$ cat src/rtl/gpat_pkg.sv
// Shared types and constants for the gameport axis pulse timer.
package gpat_pkg;

    localparam int unsigned NumAxes   = 4;
    localparam int unsigned TickW     = 16;
    localparam int unsigned PortW     = 8;
    localparam int unsigned InDataW   = 32;
    localparam int unsigned OutDataW  = 72;

    localparam logic [TickW-1:0] SatTicks = 16'hFFFF;
    localparam logic [PortW-1:0] ByteMask = 8'hFF;

    localparam logic ReqStart  = 1'b0;
    localparam logic ReqSample = 1'b1;

    typedef struct packed {
        logic                   req_type;
        logic [NumAxes-1:0]     axis_select;
        logic [PortW-1:0]       port_value;
        logic [TickW-1:0]       timer_now;
    } in_item_t;

    typedef struct packed {
        logic [TickW-1:0]       axis3_time;
        logic [TickW-1:0]       axis2_time;
        logic [TickW-1:0]       axis1_time;
        logic [TickW-1:0]       axis0_time;
        logic [PortW-1:0]       button_bits;
        logic                   timed_out;
    } result_t;

    typedef struct packed {
        logic valid;
        logic advance;
    } stage_ctl_t;

endpackage

$ cat src/rtl/gameport_axis_pulse_timer_top.sv
// Top level of the gameport axis pulse timer.
//
// Slave stream: one beat per start or port sample; tuser selects the kind
// (0 start, 1 sample). A start arms the axes in its mask and records the
// timer; each sample folds the port byte into the button bits, latches the
// elapsed time of every armed axis that fell, and adds the timer delta.
// Master stream: one beat when the last armed axis falls or the elapsed time
// saturates at 65535; tuser then flags the timeout.
// Config channel: writes the timer reload (0 means 65536); write it only
// while no measurement runs.
// An accepted sample passes the input register and the update logic, and
// its result beat is held in the result register. Throughput: one beat
// per cycle while the master side is not stalled, with one state update
// per beat. A stalled master side holds the result register; the input
// register keeps taking beats until one is waiting behind it.
// Reset: disarms all axes, clears readings and reload, buttons all ones.
module gameport_axis_pulse_timer_top
(
    input  logic        clk,
    input  logic        rst_n,
    input  logic        s_tvalid,
    output logic        s_tready,
    input  logic [31:0] s_tdata,   // axis_select[3:0], port_value[11:4], timer_now[27:12]
    input  logic        s_tuser,   // req_type
    output logic        m_tvalid,
    input  logic        m_tready,
    output logic [71:0] m_tdata,   // axis0..axis3_time[63:0], button_bits[71:64]
    output logic        m_tuser,   // timed_out
    input  logic        cfg_valid,
    output logic        cfg_ready,
    input  logic [15:0] cfg_data   // timer_reload
);

    gpat_pkg::in_item_t   item;
    logic                 item_valid;
    logic                 advance;
    logic                 res_valid;
    gpat_pkg::result_t    res;
    gpat_pkg::stage_ctl_t ctl;

    assign cfg_ready   = 1'b1;
    assign ctl.valid   = item_valid;
    assign ctl.advance = advance;

    gpat_in_reg u_in_reg
    (
        .clk        (clk),
        .rst_n      (rst_n),
        .s_tvalid   (s_tvalid),
        .s_tready   (s_tready),
        .s_tdata    (s_tdata),
        .s_tuser    (s_tuser),
        .advance    (advance),
        .item       (item),
        .item_valid (item_valid)
    );

    gpat_core u_core
    (
        .clk       (clk),
        .rst_n     (rst_n),
        .cfg_valid (cfg_valid),
        .cfg_data  (cfg_data),
        .ctl       (ctl),
        .item      (item),
        .res_valid (res_valid),
        .res       (res)
    );

    gpat_out_reg u_out_reg
    (
        .clk       (clk),
        .rst_n     (rst_n),
        .res_valid (res_valid),
        .res       (res),
        .advance   (advance),
        .m_tvalid  (m_tvalid),
        .m_tready  (m_tready),
        .m_tdata   (m_tdata),
        .m_tuser   (m_tuser)
    );

endmodule

$ cat src/rtl/gpat_in_reg.sv
// Input register stage: captures one sample or start beat.
module gpat_in_reg
(
    input  logic               clk,
    input  logic               rst_n,
    input  logic               s_tvalid,
    output logic               s_tready,
    input  logic [31:0]        s_tdata,
    input  logic               s_tuser,
    input  logic               advance,
    output gpat_pkg::in_item_t item,
    output logic               item_valid
);

    logic               valid_reg;
    logic               valid_next;
    gpat_pkg::in_item_t item_reg;
    logic               accept;

    assign s_tready = !valid_reg || advance;
    assign accept   = s_tvalid && s_tready;

    always_comb
    begin
        if (accept)
            valid_next = 1'b1;
        else if (advance)
            valid_next = 1'b0;
        else
            valid_next = valid_reg;
    end

    always_ff @(posedge clk or negedge rst_n)
    begin
        if (!rst_n)
            valid_reg <= 1'b0;
        else
            valid_reg <= valid_next;
    end

    always_ff @(posedge clk)
    begin
        if (accept)
        begin
            item_reg.req_type    <= s_tuser;
            item_reg.axis_select <= s_tdata[3:0];
            item_reg.port_value  <= s_tdata[11:4];
            item_reg.timer_now   <= s_tdata[27:12];
        end
    end

    assign item       = item_reg;
    assign item_valid = valid_reg;

endmodule

$ cat src/rtl/gpat_core.sv
// Measurement state and per-beat update logic.
module gpat_core
(
    input  logic                clk,
    input  logic                rst_n,
    input  logic                cfg_valid,
    input  logic [15:0]         cfg_data,
    input  gpat_pkg::stage_ctl_t ctl,
    input  gpat_pkg::in_item_t  item,
    output logic                res_valid,
    output gpat_pkg::result_t   res
);

    logic [gpat_pkg::TickW-1:0]   reload_reg;
    logic [gpat_pkg::NumAxes-1:0] pending_reg;
    logic [gpat_pkg::NumAxes-1:0] pending_next;
    logic [gpat_pkg::TickW-1:0]   elapsed_reg;
    logic [gpat_pkg::TickW-1:0]   elapsed_next;
    logic [gpat_pkg::TickW-1:0]   last_reg;
    logic [gpat_pkg::TickW-1:0]   last_next;
    logic [gpat_pkg::TickW-1:0]   axis_reg  [gpat_pkg::NumAxes];
    logic [gpat_pkg::TickW-1:0]   axis_next [gpat_pkg::NumAxes];
    logic [gpat_pkg::PortW-1:0]   button_reg;
    logic [gpat_pkg::PortW-1:0]   button_next;

    logic                         fire;
    logic [gpat_pkg::NumAxes-1:0] fell;
    logic [gpat_pkg::NumAxes-1:0] left;
    logic [gpat_pkg::TickW-1:0]   delta;
    logic [gpat_pkg::TickW:0]     total;
    logic                         timeout;

    assign fire  = ctl.valid && ctl.advance;
    assign fell  = ~item.port_value[gpat_pkg::NumAxes-1:0] & pending_reg;
    assign left  = pending_reg & ~fell;
    assign delta = (item.timer_now > last_reg)
                 ? last_reg + reload_reg - item.timer_now
                 : last_reg - item.timer_now;
    assign total   = {1'b0, elapsed_reg} + {1'b0, delta};
    assign timeout = total[gpat_pkg::TickW];

    always_comb
    begin
        pending_next = pending_reg;
        elapsed_next = elapsed_reg;
        last_next    = last_reg;
        button_next  = button_reg;
        for (int i = 0; i < gpat_pkg::NumAxes; i++)
            axis_next[i] = axis_reg[i];
        res_valid    = 1'b0;
        res.timed_out = 1'b0;

        if (fire)
        begin
            if (item.req_type == gpat_pkg::ReqStart)
            begin
                if (item.axis_select != '0)
                begin
                    pending_next = item.axis_select;
                    elapsed_next = '0;
                    last_next    = item.timer_now;
                    button_next  = gpat_pkg::ByteMask;
                end
            end
            else if (pending_reg != '0)
            begin
                button_next = button_reg & item.port_value;
                for (int i = 0; i < gpat_pkg::NumAxes; i++)
                    if (fell[i])
                        axis_next[i] = elapsed_reg;
                pending_next = left;
                if (left == '0)
                begin
                    res_valid = 1'b1;
                end
                else
                begin
                    last_next = item.timer_now;
                    if (timeout)
                    begin
                        elapsed_next = gpat_pkg::SatTicks;
                        for (int i = 0; i < gpat_pkg::NumAxes; i++)
                            if (left[i])
                                axis_next[i] = gpat_pkg::SatTicks;
                        pending_next  = '0;
                        res_valid     = 1'b1;
                        res.timed_out = 1'b1;
                    end
                    else
                    begin
                        elapsed_next = total[gpat_pkg::TickW-1:0];
                    end
                end
            end
        end

        res.axis0_time  = axis_next[0];
        res.axis1_time  = axis_next[1];
        res.axis2_time  = axis_next[2];
        res.axis3_time  = axis_next[3];
        res.button_bits = button_next;
    end

    always_ff @(posedge clk or negedge rst_n)
    begin
        if (!rst_n)
        begin
            reload_reg  <= '0;
            pending_reg <= '0;
            elapsed_reg <= '0;
            last_reg    <= '0;
            button_reg  <= gpat_pkg::ByteMask;
            for (int i = 0; i < gpat_pkg::NumAxes; i++)
                axis_reg[i] <= '0;
        end
        else
        begin
            if (cfg_valid)
                reload_reg <= cfg_data;
            pending_reg <= pending_next;
            elapsed_reg <= elapsed_next;
            last_reg    <= last_next;
            button_reg  <= button_next;
            for (int i = 0; i < gpat_pkg::NumAxes; i++)
                axis_reg[i] <= axis_next[i];
        end
    end

endmodule

$ cat src/rtl/gpat_out_reg.sv
// Result register stage driving the master-side stream.
module gpat_out_reg
(
    input  logic              clk,
    input  logic              rst_n,
    input  logic              res_valid,
    input  gpat_pkg::result_t res,
    output logic              advance,
    output logic              m_tvalid,
    input  logic              m_tready,
    output logic [71:0]       m_tdata,
    output logic              m_tuser
);

    logic              valid_reg;
    logic              valid_next;
    gpat_pkg::result_t res_reg;

    assign advance = !valid_reg || m_tready;

    always_comb
    begin
        if (advance)
            valid_next = res_valid;
        else
            valid_next = valid_reg;
    end

    always_ff @(posedge clk or negedge rst_n)
    begin
        if (!rst_n)
            valid_reg <= 1'b0;
        else
            valid_reg <= valid_next;
    end

    always_ff @(posedge clk)
    begin
        if (advance && res_valid)
            res_reg <= res;
    end

    assign m_tvalid = valid_reg;
    assign m_tdata  = {res_reg.button_bits, res_reg.axis3_time, res_reg.axis2_time,
                       res_reg.axis1_time, res_reg.axis0_time};
    assign m_tuser  = res_reg.timed_out;

endmodule
$ cat config.mk
export PLATFORM = sky130hd
export DESIGN_NAME = gameport_axis_pulse_timer_top
export DESIGN_NICKNAME = d
export VERILOG_FILES = /design/src/rtl/gpat_pkg.sv /design/src/rtl/gameport_axis_pulse_timer_top.sv /design/src/rtl/gpat_in_reg.sv /design/src/rtl/gpat_core.sv /design/src/rtl/gpat_out_reg.sv
export SDC_FILE = /design/constraint.sdc
export NUM_CORES = 1
export LEC_CHECK = 0
export BUFFER_PORTS_ARGS = -buffer_cell sky130_fd_sc_hd__buf_2
export CORE_MARGIN = 2
export CORE_UTILIZATION = 45
export DETAILED_ROUTE_END_ITERATION = 16
export GPL_ROUTABILITY_DRIVEN = 1
export PLACE_DENSITY_LB_ADDON = 0.2
export SKIP_CTS_REPAIR_TIMING = 1
export SLEW_MARGIN = 20
export SYNTH_ARGS = -nofsm -noshare
export SYNTH_HDL_FRONTEND = slang
export SYNTH_HIERARCHICAL = 1
export SYNTH_SLANG_ARGS = --single-unit
$ cat constraint.sdc
create_clock -name clk -period 6.98 [get_ports clk]
set_input_delay 1.047 -clock clk [delete_from_list [all_inputs] [get_ports clk]]
set_output_delay 1.047 -clock clk [all_outputs]
set_load 0.005 [all_outputs]
# ---- Word level (Yosys, flattened, before mapping)
# Cells that the tools add are included.
# Widths: inputs -> output; s select.
dict set report totals {
  register_bits 228
  inputBits 54
  wordCells 90
}
dict set report op_classes {
  addsub 4
  magnitude_cmp 1
  eq_ne 2
  n_mux 39
  bitwise_logic 8
  n_reduce_logical 15
}
# cell n
set ops {}
lappend ops {{$mux 64} 5}
lappend ops {{$mux 16} 18}
lappend ops {{$mux 8} 4}
lappend ops {{$sub 16x16->16} 2}
lappend ops {{$mux 4} 5}
lappend ops {{$add 16x16->17} 1}
lappend ops {{$add 16x16->16} 1}
lappend ops {{$gt 16x16->1} 1}
lappend ops {{$and 4x4->4} 2}
lappend ops {{$and 8x8->8} 1}
lappend ops {{$not 4->4} 2}
lappend ops {{$reduce_bool 4->1} 2}
lappend ops {{$mux 1} 7}
lappend ops {{$logic_not 4->1} 1}
lappend ops {{$reduce_and 4->1} 1}
lappend ops {{$reduce_bool 2->1} 2}
lappend ops {{$reduce_or 4->1} 1}
lappend ops {{$logic_and 1x1->1} 3}
lappend ops {{$not 1->1} 3}
lappend ops {{$reduce_and 3->1} 1}
lappend ops {{$logic_not 1->1} 2}
lappend ops {{$logic_or 1x1->1} 2}
lappend ops {{$ne 2x1->1 const B} 1}
lappend ops {{$ne 2x2->1 const B} 1}

# ---- Longest topological paths before layout
# Gate-level depths: netlist of the first run.
dict set report logic_depth {
  depth_word 10
  mapped_depth 21
  ltp_nobuf 20
}

# ---- By module
# Netlist of the first run, hierarchy kept.
# mod n_inst cells_each area_per_inst_um2 seq_area_each_um2
set by_module_without_submodules {}
lappend by_module_without_submodules {gpat_core 1 800 7704.9 3113.0}
lappend by_module_without_submodules {gpat_out_reg 1 77 2245.9 2217.1}
lappend by_module_without_submodules {gpat_in_reg 1 33 924.6 895.9}
lappend by_module_without_submodules {gameport_axis_pulse_timer_top 1 2 11.3 0.0}

# ---- Worst setup path before layout of the first run
# OpenSTA, ideal clock, no wires.
dict set report synth_timing {
  path_type {register to register}
  startpoint {reg u_core/last_reg[0] in the netlist's numbering}
  endpoint {reg u_out_reg.res_reg, in the netlist u_out_reg/m_tdata[0], enable pin}
  setup_time_ps 380
  t_arrival_ps 4540
  setup_slack_ps 2060
  path_stages_with_launch 22
  path_buffers 1
  synth_period_minus_slack_ps 4920
  path_cell_list {dfrtp_1 inv_1 ha_1 inv_1 fa_1 a211oi_1 o21a_1 o21ai_0 a21boi_0 clkbuf_1 nand2_1 o21ai_0 ha_1 inv_1 fa_1 nor2b_1 o31a_1 o31a_1 or4b_4 nand2_1 a21oi_1 and2_4}
}
dict set report synth_via {
  elab_chain_len 10
  word_cells_on_any_way 12
}
# item line
set synth_rtl {}
lappend synth_rtl {{start: declaration} gpat_core.sv:19} ;# logic [gpat_pkg::TickW-1:0] last_reg;
lappend synth_rtl {{start signal: assignment} gpat_core.sv:122} ;# last_reg <= last_next;
lappend synth_rtl {{$add 16x16->16} gpat_core.sv:37} ;# ? last_reg + reload_reg - item.timer_now
lappend synth_rtl {{$sub 16x16->16} gpat_core.sv:37}
lappend synth_rtl {{$mux 16 *} gpat_core.sv:37}
lappend synth_rtl {{$add 16x16->17 *} gpat_core.sv:39} ;# assign total = {1'b0, elapsed_reg} + {1'b0, delta};
lappend synth_rtl {{$mux 1 *} gpat_core.sv:79} ;# if (timeout)
lappend synth_rtl {{$mux 1 *} gpat_core.sv:72} ;# if (left == '0)
lappend synth_rtl {{$mux 1 *} gpat_core.sv:65} ;# else if (pending_reg != '0)
lappend synth_rtl {{$mux 1 *} gpat_core.sv:55} ;# if (item.req_type == gpat_pkg::ReqStart)
lappend synth_rtl {{$mux 1 *} gpat_core.sv:53} ;# if (fire)
lappend synth_rtl {{via res_valid} gameport_axis_pulse_timer_top.sv:37} ;# logic res_valid;
lappend synth_rtl {{$logic_and 1x1->1 *} gpat_out_reg.sv:39} ;# if (advance && res_valid)
lappend synth_rtl {{end signal: assignment} gpat_out_reg.sv:40} ;# res_reg <= res;
lappend synth_rtl {{end: declaration} gpat_out_reg.sv:17} ;# gpat_pkg::result_t res_reg;
# The timed path passes the listed nets; every way through them passes the cells marked *.
# A chain may end at the register's enable or synchronous reset.

# ---- Worst setup path in the final report of the first run
dict set report layout_timing {
  startpoint {reg u_in_reg.item_reg, in the netlist u_in_reg/item[2]}
  endpoint {reg u_out_reg.res_reg, in the netlist u_out_reg/m_tdata[39], enable pin}
}
dict set report layout_via {
  elab_chain_len 9
  word_cells_on_any_way 11
}
# item line
set layout_rtl {}
lappend layout_rtl {{start: declaration} gpat_in_reg.sv:17} ;# gpat_pkg::in_item_t item_reg;
lappend layout_rtl {{$sub 16x16->16 (tied with other cells)} gpat_core.sv:38} ;# : last_reg - item.timer_now;
lappend layout_rtl {{$mux 16 *} gpat_core.sv:37}
lappend layout_rtl {{$add 16x16->17 *} gpat_core.sv:39}
lappend layout_rtl {{$mux 1 *} gpat_core.sv:79}
lappend layout_rtl {{$mux 1 *} gpat_core.sv:72}
lappend layout_rtl {{$mux 1 *} gpat_core.sv:65}
lappend layout_rtl {{$mux 1 *} gpat_core.sv:55}
lappend layout_rtl {{$mux 1 *} gpat_core.sv:53}
lappend layout_rtl {{via res_valid} gameport_axis_pulse_timer_top.sv:37}
lappend layout_rtl {{$logic_and 1x1->1 *} gpat_out_reg.sv:39}
# Marked as above.

==> metrics.cfg, run 1 <==
[run_status]
status=finished, final reports clean

[clock_network]
cts-root-buf=clkbuf_16
htree_num_levels=1
cts_made_buffers=23
cts_buffer_depth=3
cts_tree=built
clock_latency_ns=0.53
clock_sinks=228
clk_pin_slew_ns=0.06

[layout]
fillers=2109
antennaDiodeCount=0
largest_register_ffs=72
nets=1156
area_growth_syn_to_layout_pct=15.92
seq_area_um2=6226
drive_above_1_share=0.1877
multi_input_area_um2=4227

[drt]
drt_iter0_markers=287
vias_per_cell=5.197
vias=7141
antenna_left=0
wl_um=21860
drc=0
dr.pass1.iters=5
wl_per_cell_um=15.91

[floorplan]
dieHeight_um=159.5
core-area_um2=23610
io_pins=130
initial_core_util=0.4611
rows=56
die_w_um=159.5
die_area_um2=25450

[synthesis]
ys_seq_area_frac=0.5719
synth_nets=1030
synth_ff_type=dfrtp_1
synth_cell_types=71
synth_edf_count=102
synth.cell_area_um2=10890
synth_area_per_cell_um2=11.94
synth_cells=912
ys_ff_latch=228
async_reset_ff_frac=0.5526
yosys_warnings=6

[setup_path]
end_kind=flop
cp_top_family=compound AO/OA/AOI/OAI gates
start_kind=flop
slowest_delay_ns=0.65
cp.buffers_inverters=1
crit_fanout=73
crit_path_top_delay_cell=or4b_4
path_class=flop to flop
crit_required_ns=7.13
path_cells=fa_1 -> inv_1 -> ha_1 -> a211oi_1 -> o21ai_0 -> nand3_1 -> o31ai_1 -> xnor2_1 -> a221oi_1 -> ha_1 -> a21oi_1 -> or4b_4 -> nand2_1 -> a21oi_1 -> and2_4
arrival_ns=5.94

[grt]
grt_use_total=0.1761
grt_pass1_vias=7037
antenna_found_initial=0
grt_first_pass_wirelength_um=36810
overflow=0
grt_max_degree=74

[power_and_ir_drop]
ir_worst_vdd_uv=229.2
internal-power_mw=4.168
clockPowerShare=0.184
switching_share=0.3929
power_mw=6.867
p_comb_frac=0.499
power_density_nw_per_um2=544.1
p_sw_mw=2.698
seq_power_share=0.317
power.leakage_nw=5.491

[timing]
worst_pin_slew_ns=1.002
max_freq_mhz=172.6
maxSlewViolCount=0
rsz0062_at_grt=false
finalCriticalPeriod_ns=5.793
hold_viol=0
min_period_over_period=0.8299
setup_viol=0
slew_headroom=0.3320
setup_tns_ns=0
worst_clock_skew_ns=0.01435

[placement]
gp_congestion=0.8227
hpwl_um=15580
port_buffers=124

[job]
cap_viol_max_count=0

[min_path]
hp-class=flop to flop

## final timing paths
| path | startpoint | cells after the start | end | slack [ns] |
|---|---|---|---|---|
| setup / recovery | u_in_reg/item[2] | 15 | u_out_reg/m_tdata[39] | 1.19 |
| hold / removal | u_core/axis_reg[38] | 1 | u_core/axis_reg[38] | 0.48 |
| setup reg to reg | u_in_reg/item[2] | 15 | u_out_reg/m_tdata[39] | 1.19 |
| hold reg to reg | u_core/axis_reg[38] | 1 | u_core/axis_reg[38] | 0.48 |
| max in group asynchronous | rst_n | 2 | u_core/reload_reg[15] | 5.04 |
| min in group asynchronous | rst_n | 1 | u_core/axis_reg[2] | 0.64 |
## per-stage QoR
step | instances | instance area, µm² | utilization | worst slack [ns] | hold WS [ns]
finish | 1374 | 12620 | 0.5344 | 1.187 | 0.4844
global route | 1374 | 12620 | 0.5344 | 0.6599 | 0.5037
global placement | 1332 | 11820 | 0.5007 | 1.316 | 0.4645
CTS | 1374 | 12620 | 0.5344 | 1.190 | 0.4882
floorplan | 912 | 10890 | - | 2.060 | 0.4536
detailed placement | 1332 | 11840 | 0.5012 | 1.212 | 0.4756
## synth_stat cells (5+ instances only)
library cell	number	area share
o22a_1	64	0.051
buf_2	5	0.0023
dfstp_2	8	0.019
mux2i_1	8	0.0074
nor3_1	6	0.0028
inv_1	86	0.030
xnor2_1	21	0.017
edfxtp_1	102	0.28
nand2b_1	11	0.0063
xor2_1	15	0.012
nand3_1	10	0.0046
clkbuf_1	17	0.0059
fa_1	17	0.031
nand2_1	80	0.028
dfrtp_1	118	0.27
o211ai_1	9	0.0062
nor2b_1	10	0.0057
o21bai_1	7	0.0048
o21ai_0	84	0.039
or3_1	6	0.0034
a21o_1	10	0.0069
o21a_1	12	0.0083
ha_1	47	0.054
a21oi_1	36	0.017
a31o_2	5	0.0040
nor2_1	20	0.0069
or2_2	6	0.0034
a211oi_1	7	0.0048
## power groups by stage
stage | registers (mW) | logic [mW] | clock network, mW
6_report | 2.18 | 3.43 | 1.26
5_1_grt | 2.23 | 3.91 | 1.34
4_1_cts | 2.18 | 3.44 | 1.30
3_5_place_dp | 2.21 | 3.42 | 0
3_3_place_gp | 2.19 | 3.38 | 0
2_1_floorplan | 2.14 | 2.68 | 0
## cells in the final DEF, fill, tap and decap left out, drive strengths merged, types with 4 or more instances in the layout
cell type / Yosys / final
buf: 11 / 129
dfrtp: 118 / 118
edfxtp: 102 / 102
inv: 86 / 87
o21ai: 87 / 87
nand2: 80 / 80
o22a: 64 / 64
ha: 47 / 47
a21oi: 36 / 36
clkbuf: 17 / 35
xnor2: 21 / 21
nor2: 21 / 21
fa: 17 / 17
xor2: 15 / 15
nand2b: 13 / 13
o21a: 12 / 12
nand3: 10 / 10
a21o: 10 / 10
nor2b: 10 / 10
o211ai: 9 / 9
mux2i: 8 / 8
dfstp: 8 / 8
a211oi: 7 / 7
o21bai: 7 / 7
nor3: 6 / 6
or3: 6 / 6
or2: 6 / 6
a311oi: 6 / 6
a31o: 5 / 5
and2: 5 / 5
a31oi: 4 / 4
a22o: 4 / 4
a22oi: 4 / 4
## metal layers
layer  up-vias  part of all wire  global-route usage  routed length [µm]
li1       3580                 -                   -                   -
met1      3363              0.50              0.2557               10850
met2       172              0.44              0.2790                9520
met3        26             0.046             0.02657                1004
met4         0             0.022             0.04421                 484
met5         -                 0                   0                   0
## layout make-up
cell class	instances	area share
clock buffers	35	0.05394
clock inverters	7	0.008229
inverters	86	0.02558
multi-input cells	570	0.3349
flip-flops and latches	228	0.4934
well taps	319	0.03163
repair buffers	129	0.05235
## cell families after synthesis
| kind of cell | after synthesis | synth area share |
|---|---|---|
| AO/OA/AOI/OAI | 287 | 0.1848 |
| XOR/XNOR | 36 | 0.02896 |
| adder cells (fa/ha/maj) | 64 | 0.08528 |
| buffers and inverters | 114 | 0.04091 |
| flip-flops | 228 | 0.5719 |
| multiplexers | 11 | 0.01046 |
| other | 1 | 0.0003445 |
| AND/OR/NAND/NOR | 171 | 0.07735 |
(Power assumes the default switching activity.)
==> run 2: changes to the inputs <==
- clock period: 6.98 -> 5.05 ns (I/O delays scaled with it)
==> run 2 against run 1 <==
Compared with the run above: setup slack lost 0.96 ns; cell count is 2.4% higher; sequential share of layout area is 1.3 points lower; power grew 46%; first-iteration DRC count rose by 26%; highest routed layer unchanged.
==> metrics.cfg, run 2 (synthesized netlist as in run 1, its figures left out) <==
[floorplan]
die_w_um=159.5
core-area_um2=23610
die_area_um2=25450
io_pins=130
dieHeight_um=159.5
initial_core_util=0.4611
rows=56

[layout]
largest_register_ffs=72
nets=1189
seq_area_um2=6226
drive_above_1_share=0.2233
layout_commonest_cell=buf_2
antennaDiodeCount=0
multi_input_area_um2=4289
mostFrequentLayoutCells=buf_2, dfrtp_1, edfxtp_1
area_growth_syn_to_layout_pct=19.06
fillers=2053

[run_status]
status=finished, final reports clean

[placement]
port_buffers=124
pre_cts_slack_ns=0.06123
hpwl_um=16180
gp_congestion=0.8466

[timing]
min_period_over_period=0.9545
rsz0062_at_grt=false
fin_hold_ws_ns=0.01678
hold_viol=0
max_freq_mhz=207.5
setup_viol=0
slew_headroom=0.3245
worst_pin_slew_ns=1.013
maxSlewViolCount=0
setup_tns_ns=0
setup_slack_ns=0.2297
finalCriticalPeriod_ns=4.820
worst_clock_skew_ns=0.01016

[drt]
wl_um=22530
vias_per_cell=5.289
drc=0
dr.pass1.iters=4
antenna_left=0
wl_per_cell_um=16.01
vias=7442
drt_iter0_markers=362

[clock_network]
clock_sinks=228
cts_buffer_depth=3
htree_num_levels=1
clk_pin_slew_ns=0.06
cts_made_buffers=24
clock_latency_ns=0.52
cts-root-buf=clkbuf_16
cts_tree=built

[power_and_ir_drop]
power.leakage_nw=5.682
power_density_nw_per_um2=771.1
ir_worst_vdd_uv=355.0

[setup_path]
r2r_setup_slack_ns=0.23
arrival_ns=5.09
reg2reg_from=u_in_reg/item[2]
r2r_end=u_out_reg/m_tdata[68]
path_class=flop to flop
crit_required_ns=5.32
crit_start=u_in_reg/item[2]
reg2reg_depth=18
end_kind=flop
crit_fanout=8
critPathCapture=u_out_reg/m_tdata[68]
start_kind=flop

[grt]
grtUsageMet3=0.02813
grt_pass1_vias=7109
grt_busiest_layer=met2
grt_first_pass_wirelength_um=36720
use_met1=0.2560
grt_use_total=0.1748
antenna_found_initial=0
overflow=0
grt_max_degree=79
grt_use_met2=0.2737

[min_path]
hp-class=primary input to async pin

[job]
cap_viol_max_count=0

[run 2: cell types whose count changed in the layout (fill, tap and decap cells not counted), moves of 2 or more]
cell	previous run	this run
clkinv_2	0	3
o21ai_1	3	7
a2111oi_0	2	0
fa_1	17	15
o21ai_0	84	79
a211oi_1	7	4
buf_4	6	36
fa_2	0	2
a211oi_2	0	2
clkbuf_8	6	4
[run 2: critical path, stage by stage (launching register included)]
cell	delay [ns]
edfxtp_1	0.44
fa_1	0.55
inv_1	0.04
ha_1	0.40
o21ai_1	0.13
o21a_1	0.23
o311ai_1	0.35
a31oi_1	0.14
xor2_1	0.18
mux2i_1	0.12
ha_1	0.22
or2_2	0.31
a311oi_1	0.20
nor2_1	0.10
or4b_4	0.51
nand2_2	0.10
a21oi_1	0.08
and2_4	0.28
buf_4	0.20
[run 2: worst min-delay path by stage]
stage,start,endpoint,slack [ns]
2_1_floorplan,u_core/axis_reg[0],u_core/axis_reg[0],0.45
3_3_place_gp,u_core/axis_reg[59],u_core/axis_reg[59],0.46
3_5_place_dp,u_core/axis_reg[59],u_core/axis_reg[59],0.47
4_1_cts,rst_n,u_core/axis_reg[2],-0.005
5_1_grt,rst_n,u_core/axis_reg[1],0.0003
6_report,rst_n,u_core/axis_reg[2],0.02
[run 2: stage by stage]
stage / total power, mW / cell area [µm²] / utilization / instances
after CTS: 9.888 / 12840 / 0.5437 / 1401
after detailed placement: 8.061 / 12030 / 0.5095 / 1358
after global routing: 10.75 / 12960 / 0.5489 / 1407
after floorplan: 6.664 / 10890 / - / 912
final: 9.995 / 12960 / 0.5489 / 1407
after global placement: 7.964 / 12030 / 0.5095 / 1358
[run 2: final cells by class]
cell class	instances	area share
Inverter	86	0.02491
Clock buffer	35	0.05261
Sequential cell	228	0.4804
Multi-Input combinational cell	570	0.3309
Timing Repair Buffer	161	0.07076
Tap cell	319	0.03079
Clock inverter	8	0.009653
[run 2: metal layers]
metal	wire, µm	up-vias
met5	0	-
li1	-	3654
met3	1185	34
met1	10870	3546
met4	486	0
met2	9982	208
[run 2: where the power goes]
group	internal [mW]	leakage (nW)	switching, mW	total, mW
logic	2.32	2.81	2.88	5.21
registers	2.70	2.47	0.301	3.00
clock network	1.09	0.395	0.704	1.79
total	6.11	5.68	3.89	9.99
==> run 3: changes to the inputs <==
- CORE_UTILIZATION: 45 -> 59
- clock period: 5.05 -> 5.45 ns (I/O delays scaled with it)
==> run 3 against run 2 <==
Compared with the run above: count of clock-buffer cells in the layout decreased by 8; flip-flop and latch count did not move; clock power decreased by 9%; routed wire length fell by 4.2%; largest cell class unchanged.
==> metrics.cfg, run 3 (synthesized netlist as in run 1, its figures left out) <==
[layout]
instances_no_fill=1298
layout_commonest_cell=buf_2
stdcell_area_um2=12630
fillers=1330
largest_register_ffs=72
mostFrequentLayoutCells=buf_2, dfrtp_1, edfxtp_1
final_util=0.7005
nets=1170
antennaDiodeCount=0
drive_above_1_share=0.2011
area_growth_syn_to_layout_pct=15.99

[placement]
placed_cells=1252
gp_congestion=0.8980
port_buffers=124
hpwl_um=15310
pre_cts_slack_ns=0.2618
place_area_um2=11810

[floorplan]
io_pins=130
initial_core_util=0.6040
dieHeight_um=139.8
core-area_um2=18020
die_w_um=139.8
rows=49
die_area_um2=19560

[drt]
dr.pass1.iters=5
drt_iter0_markers=496
vias=7345
drc=0
vias_per_cell=5.659
wl_per_cell_um=16.62
wl_um=21580
antenna_left=0

[setup_path]
crit_required_ns=5.70
start_kind=flop
reg2reg_depth=19
end_kind=flop
arrival_ns=5.42
crit_fanout=39
path_class=flop to flop

[clock_network]
cts-root-buf=clkbuf_16
cts_made_buffers=23
cts_tree=built
clock_latency_ns=0.51
clk_pin_slew_ns=0.06
clock_sinks=228
cts_buffer_depth=3
htree_num_levels=1

[job]
cap_viol_max_count=0

[timing]
finalCriticalPeriod_ns=5.175
setup_tns_ns=0
setup_slack_ns=0.2750
max_freq_mhz=193.2
maxSlewViolCount=0
setup_viol=0
hold_viol=0
worst_clock_skew_ns=0.01325
min_period_over_period=0.9495
rsz0062_at_grt=false
slew_headroom=0.3496
worst_pin_slew_ns=0.9755

[grt]
grtUsageMet3=0.03407
overflow=0
use_met1=0.3222
antenna_found_initial=0
grt_first_pass_wirelength_um=35870
grt_pass1_vias=7212
grt_max_degree=76
grt_busiest_layer=met2
grt_use_total=0.2244
grt_use_met2=0.3615

[power_and_ir_drop]
ir_worst_vdd_uv=433.2
switching_share=0.3915
power_density_nw_per_um2=710.5
power.leakage_nw=5.572
p_sw_mw=3.513
clockPowerShare=0.181
seq_power_share=0.310
p_comb_frac=0.509
internal-power_mw=5.459

[run_status]
status=finished, final reports clean

[min_path]
hp-class=primary input to async pin

-- run 3: cell count changes in the layout (fill, tap and decap cells not counted), moves of 2 or more --
cell / before / now
a211oi_1: 4 / 6
a2111oi_0: 0 / 2
inv_6: 0 / 3
fa_1: 15 / 17
buf_4: 36 / 18
clkbuf_8: 4 / 0
o21ai_0: 79 / 84
fa_2: 2 / 0
o21ai_1: 7 / 3
clkbuf_1: 7 / 4
-- run 3: power groups by stage --
| stage | registers, mW | logic, mW | clock network (mW) |
|---|---|---|---|
| 2_1_floorplan | 2.74 | 3.44 | 0 |
| 6_report | 2.78 | 4.57 | 1.62 |
| 5_1_grt | 2.84 | 5.12 | 1.73 |
| 3_5_place_dp | 2.81 | 4.50 | 0 |
| 4_1_cts | 2.79 | 4.53 | 1.66 |
| 3_3_place_gp | 2.78 | 4.41 | 0 |
-- run 3: through the flow --
| step | total power [mW] | hold WS, ns |
|---|---|---|
| finish | 8.972 | 0.4386 |
| detailed placement | 7.314 | 0.4716 |
| global route | 9.681 | 0.4612 |
| floorplan | 6.175 | 0.4536 |
| CTS | 8.975 | 0.4554 |
| global placement | 7.193 | 0.4648 |
-- run 3: metal layers --
| metal | share of wire | up-vias |
|---|---|---|
| met5 | 0 | - |
| met4 | 0.019 | 0 |
| met3 | 0.055 | 34 |
| met2 | 0.47 | 230 |
| met1 | 0.46 | 3470 |
| li1 | - | 3611 |
-- run 3: critical path, stage by stage, from the launching register on --
cell and delay, ns:
edfxtp_1 0.39, ha_1 0.32, inv_1 0.05, ha_1 0.23, fa_1 0.49, a211oi_1 0.31, o21ai_0 0.25, a31o_2 0.30
a21oi_1 0.17, xor2_1 0.20, mux2i_1 0.11, ha_1 0.23, or2_2 0.30, a311oi_1 0.20, nor2_1 0.14, or4b_4 0.51
nand2_1 0.13, a21oi_1 0.10, and2_4 0.27, buf_12 0.19
-- run 3: final timing paths --
path	startpoint	end	slack, ns
min	rst_n	u_core/axis_reg[2]	0.44
max in group asynchronous	rst_n	u_core/axis_reg[46]	4.30
max reg2reg	u_in_reg/item[0]	u_out_reg/m_tdata[26]	0.28
max	u_in_reg/item[0]	u_out_reg/m_tdata[26]	0.28
min reg2reg	u_core/button_reg[6]	u_core/button_reg[6]	0.48
min in group clk	s_tdata[16]	u_in_reg/item[4]	0.48
-- run 3: cell type report --
class,instances,area (µm²),share of cell area
tap,229,286.5,0.02269
sequential,228,6226,0.4931
clock buffer,27,590.6,0.04677
multi-input combinational,570,4220,0.3342
timing repair buffer,143,790.8,0.06262
inverter,86,322.8,0.02556
clock inverter,15,190.2,0.01506
